### config.mk
export PLATFORM = sky130hd
export DESIGN_NAME = ict_div
export DESIGN_NICKNAME = d
export VERILOG_FILES = /design/src/design/interpolated_correction_table_top_defines.svh /design/src/design/ict_pkg.sv /design/src/design/ict_div.sv
export SDC_FILE = /design/constraint.sdc
export NUM_CORES = 1
export LEC_CHECK = 0
export BUFFER_PORTS_ARGS = -buffer_cell sky130_fd_sc_hd__buf_2
export CAP_MARGIN = 20
export CORE_ASPECT_RATIO = 0.9
export CORE_UTILIZATION = 58
export CTS_BUF_LIST = sky130_fd_sc_hd__clkbuf_8
export CTS_CLUSTER_DIAMETER = 30
export DETAILED_ROUTE_END_ITERATION = 12
export HOLD_SLACK_MARGIN = 0.06
export MAX_ROUTING_LAYER = met4
export PLACE_DENSITY = 0.91
export SETUP_SLACK_MARGIN = 0.5
export SLEW_MARGIN = 5
export SYNTH_ARGS = -nofsm -noshare
export SYNTH_HDL_FRONTEND = slang
export SYNTH_SLANG_ARGS = --single-unit
### constraint.sdc
create_clock -name i_clk -period 3.5 [get_ports i_clk]
set_input_delay 0.525 -clock i_clk [delete_from_list [all_inputs] [get_ports i_clk]]
set_output_delay 0.525 -clock i_clk [all_outputs]
set_load 0.005 [all_outputs]
### src/design/interpolated_correction_table_top_defines.svh
// Assertion macros for the interpolated correction table
`ifndef INTERPOLATED_CORRECTION_TABLE_TOP_DEFINES_SVH
`define INTERPOLATED_CORRECTION_TABLE_TOP_DEFINES_SVH
`ifndef SYNTH
`define ICT_ASSERT_IMPL(label, clk, rst_n, ante, cons) \
    label: assert property (@(posedge clk) disable iff (!rst_n) (ante) |-> (cons)) \
        else $error("assertion failed");
`define ICT_ASSERT_NEXT(label, clk, rst_n, ante, cons) \
    label: assert property (@(posedge clk) disable iff (!rst_n) (ante) |=> (cons)) \
        else $error("assertion failed");
`else
`define ICT_ASSERT_IMPL(label, clk, rst_n, ante, cons)
`define ICT_ASSERT_NEXT(label, clk, rst_n, ante, cons)
`endif
`endif

### src/design/ict_pkg.sv
// Shared types and codes for the interpolated correction table
`default_nettype none
package ict_pkg;
    localparam logic [1:0] CMD_CLEAR  = 2'd0;
    localparam logic [1:0] CMD_LOAD   = 2'd1;
    localparam logic [1:0] CMD_LOOKUP = 2'd2;

    localparam logic [2:0] ST_OK        = 3'd0;
    localparam logic [2:0] ST_SIGN      = 3'd1;
    localparam logic [2:0] ST_NOBRACKET = 3'd2;
    localparam logic [2:0] ST_RADIUS    = 3'd3;
    localparam logic [2:0] ST_FULL      = 3'd4;

    localparam logic [1:0] REG_RADIUS      = 2'd0;
    localparam logic [1:0] REG_RADIUS_LOW  = 2'd1;
    localparam logic [1:0] REG_RADIUS_HIGH = 2'd2;

    // divider request / response
    typedef struct packed {
        logic        start;
        logic [63:0] num;
        logic [32:0] den;
    } t_div_req;

    typedef struct packed {
        logic        done;
        logic [31:0] quo;
    } t_div_rsp;
endpackage
`default_nettype wire

### src/design/ict_div.sv
// Restoring divider, 64-bit numerator by 33-bit denominator, 32-bit quotient
`default_nettype none
module ict_div (
    input  wire               i_clk,
    input  wire               i_rst_n,
    input  ict_pkg::t_div_req i_req,
    output ict_pkg::t_div_rsp o_rsp
);
    import ict_pkg::*;

    logic [63:0] r_num, n_num;
    logic [32:0] r_den;
    logic [33:0] r_rem, n_rem;
    logic [6:0]  r_cnt;
    logic        r_busy, r_done;
    logic [33:0] w_sh;

    // one quotient bit per cycle; quotient bits shift into r_num
    always_comb begin
        w_sh  = {r_rem[32:0], r_num[63]};
        n_num = {r_num[62:0], 1'b0};
        n_rem = w_sh;
        if (w_sh >= {1'b0, r_den}) begin
            n_rem    = w_sh - {1'b0, r_den};
            n_num[0] = 1'b1;
        end
    end

    always_ff @(posedge i_clk) begin
        if (!i_rst_n) begin
            r_busy <= 1'b0;
            r_done <= 1'b0;
            r_cnt  <= '0;
        end else begin
            r_done <= 1'b0;
            if (i_req.start) begin
                r_busy <= 1'b1;
                r_cnt  <= 7'd0;
            end else if (r_busy) begin
                r_cnt <= r_cnt + 7'd1;
                if (r_cnt == 7'd63) begin
                    r_busy <= 1'b0;
                    r_done <= 1'b1;
                end
            end
        end
    end

    always_ff @(posedge i_clk) begin
        if (i_req.start) begin
            r_num <= i_req.num;
            r_den <= i_req.den;
            r_rem <= '0;
        end else if (r_busy) begin
            r_num <= n_num;
            r_rem <= n_rem;
        end
    end

    assign o_rsp.done = r_done;
    assign o_rsp.quo  = r_num[31:0];
endmodule
`default_nettype wire

==> impl_metrics.toml <==
[outcome]
outcome = "completed"

[global_route]
grt_antenna_before_repair = 1
grt_pass1_vias = 5522
grt_max_degree = 63
overflow = 0
grt_pass1_wl_mm = 25.8
grt.total_usage = 0.254

[critical_path]
worstPathMaxFanout = 7
cp.required_ps = 3810
cp-end-kind = "flip-flop"
crit_type = "flip-flop to flip-flop"
path_buf_inv = 4
slowest_delay_ps = 390
regToRegSetupSlack_ps = 430
cp-start-kind = "flip-flop"
path_delay_family = "compound AO/OA/AOI/OAI gates"
cpMostUsedCell = "o21ai_4"
worstPathCellList = "inv_1 > ha_2 > inv_2 > fa_2 > a21o_1 > a221oi_4 > o21ai_2 > a41oi_4 > o21ai_4 > o21ai_4 > buf_12 > clkbuf_16 > nor2_1 > a21oi_1 > a211oi_1"
slowest_stage = "fa_2"
arrival_ps = 3380

[clock_network]
insertion_delay_ps = 460
cts.htree.levels = 4
cts_root_buf = "clkbuf_8"
cts_tree = "yes"
cts_made_buffers = 17
cts_buffer_depth = 2
clk_pin_slew_ps = 90
hold_buffers = 0
clock_sinks = 139

[floorplan]
num_rows = 39
coreArea_um2 = 12800
die_w_um = 123
fp.dieArea_um2 = 13700
ioPinCount = 133
die_h_um = 111
initial_core_util = 0.600

[timing]
maxSlewViolCount = 0
rsz0062_at_grt = "true"
tightestPinTransition_ps = 654
min_period_over_period = 0.877
slew_headroom = 0.564
finalClockSkew_ps = 14.7
max_freq_mhz = 326
setup_viol = 0
tns_ps = 0
finalCriticalPeriod_ps = 3070
final_hold_viol_count = 0

[cells_and_area]
drive_above_1_share = 0.349
final_cells = 995
final_cell_mix = "buf_2, edfxtp_1, mux2_2, nor2_1, a21oi_1"
nets = 952
area_growth_pct = 16.9
final_common_cell = "buf_2"

[run]
drv_cap = 0

[synthesis]
synth_cell_type_count = 62
async_flop_share = 0
synth.area.top_cells = "edfxtp_1, dfxtp_1, mux2_2, ha_1, a21oi_1"
synth_top_area_frac = 0.380
synthFlopType = "edfxtp_1"
yosysWarnings = 0
synth_seq_cells = 139
yosysTopAreaCell = "edfxtp_1"
synth.yosys.seq_area_share = 0.490
synthCells = 707
synth_nets = 842
syn_area_per_cell_um2 = 10.8
synth_edf_count = 97
netlist_area_um2 = 7670

[drt]
viasPerCell = 5.74
first_iter_violations = 397
drt_wl_total_mm = 16.8
vias = 5716
first_pass_iters = 6
wire_per_inst_um = 16.9
drtAntennaViolNets = 0
drcViolationCount = 0

[worst_hold_path]
min_path_type = "input port to flip-flop"

[placement]
hpwl_mm = 11.5
port_buffers = 132
gp_congestion = 0.921
placedCellCount = 949

[power_and_ir_drop]
power_density_nw_per_um2 = 468
leakage_nw = 3.65
vdd_drop_max_mv = 0.357
final cells by class:
| class | instances | area (um2) |
|---|---|---|
| clock buffers | 18 | 248 |
| flip-flops and latches | 139 | 3750 |
| diodes | 1 | 2.50 |
| well taps | 164 | 205 |
| multi-input cells | 463 | 3510 |
| repair buffers | 154 | 912 |
| clock inverters | 14 | 168 |
| fillers | 937 | 3830 |
| inverters | 42 | 158 |
report_power, final:
group / switching [W] / internal, W
clock: 0.000644 / 0.000726
sequential: 0.0000766 / 0.00192
combinational: 0.000447 / 0.000377
per-layer routing:
metal	share of wire	GRT usage	up-vias
li1	-	-	2771
met1	0.42	0.310	2673
met2	0.49	0.400	240
met3	0.076	0.0720	32
met4	0.021	0.0876	0
met5	0	-	-
repair_timing:
| item | CTS | global route |
|---|---|---|
| endpoints found under the setup margin | 22 | 27 |
| pin swaps | 1 | 31 |
| gates cloned | 0 | 4 |
| gates resized for setup | 4 | 35 |
| buffers inserted | 0 | 9 |
sequential cells by signal, summed over array words and instances (netlist names):
signal  cells
r_done      1
r_cnt       7
r_busy      1
r_rem      33
r_num      64
r_den      33
final timing paths:
kind,to,depth (start not counted),from
max,r_rem[14]$_SDFFE_PP0P_,15,r_num[63]$_DFFE_PP_
min,r_den[9]$_DFFE_PP_,1,i_req[9]
max reg2reg,r_rem[14]$_SDFFE_PP0P_,15,r_num[63]$_DFFE_PP_
min reg2reg,r_cnt[6]$_SDFFE_PP0P_,2,r_cnt[6]$_SDFFE_PP0P_
worst reg2reg max path, cell delays in order (launching register included):
cell and delay, ps:
edfxtp_1 380, inv_1 80, ha_2 180, inv_2 40, fa_2 390, a21o_1 200, a221oi_4 320, o21ai_2 160
a41oi_4 290, o21ai_4 140, o21ai_4 170, buf_12 140, clkbuf_16 150, nor2_1 50, a21oi_1 130, a211oi_1 90
through the flow:
stage	util	power [W]	cell area, um2	hold WS [ps]	setup WS (ps)
global route	0.701	0.00438	8960	201	293
global placement	0.644	0.00276	8240	465	417
floorplan	-	0.00260	7670	454	558
detailed placement	0.644	0.00279	8240	480	320
CTS	0.679	0.00416	8680	206	501
finish	0.701	0.00419	8960	230	430
cell usage after synthesis (all sizes together) (3+ instances only):
| library cell | number |
|---|---|
| a211oi | 24 |
| dfxtp | 42 |
| o21bai | 5 |
| nand4 | 8 |
| nor3 | 7 |
| o211ai | 3 |
| xnor2 | 22 |
| and3 | 10 |
| edfxtp | 97 |
| inv | 41 |
| a21oi | 53 |
| nor2b | 4 |
| xor2 | 9 |
| a31oi | 5 |
| nor2 | 65 |
| nand3 | 6 |
| o21a | 6 |
| o21ai | 39 |
| mux2i | 8 |
| buf | 41 |
| nand2b | 6 |
| nand2 | 33 |
| clkbuf | 23 |
| mux2 | 65 |
| ha | 34 |
| o22ai | 4 |
| a311oi | 5 |
| or3 | 5 |
| a21o | 7 |
logic make-up (layout without fill, tap and decap cells):
kind of cell / count (synthesis) / after routing / synth area share
AOI/OAI and AO/OA: 167 / 168 / 0.145
xor gates and xnor gates: 31 / 31 / 0.0354
adders and majority gates: 35 / 35 / 0.0581
buffers and inverters: 106 / 228 / 0.0708
DFF: 139 / 139 / 0.490
muxes: 73 / 73 / 0.106
other: 0 / 1 / 0
and+or+nand+nor: 156 / 156 / 0.0950
Note: power is estimated with default switching activity, not from simulation.
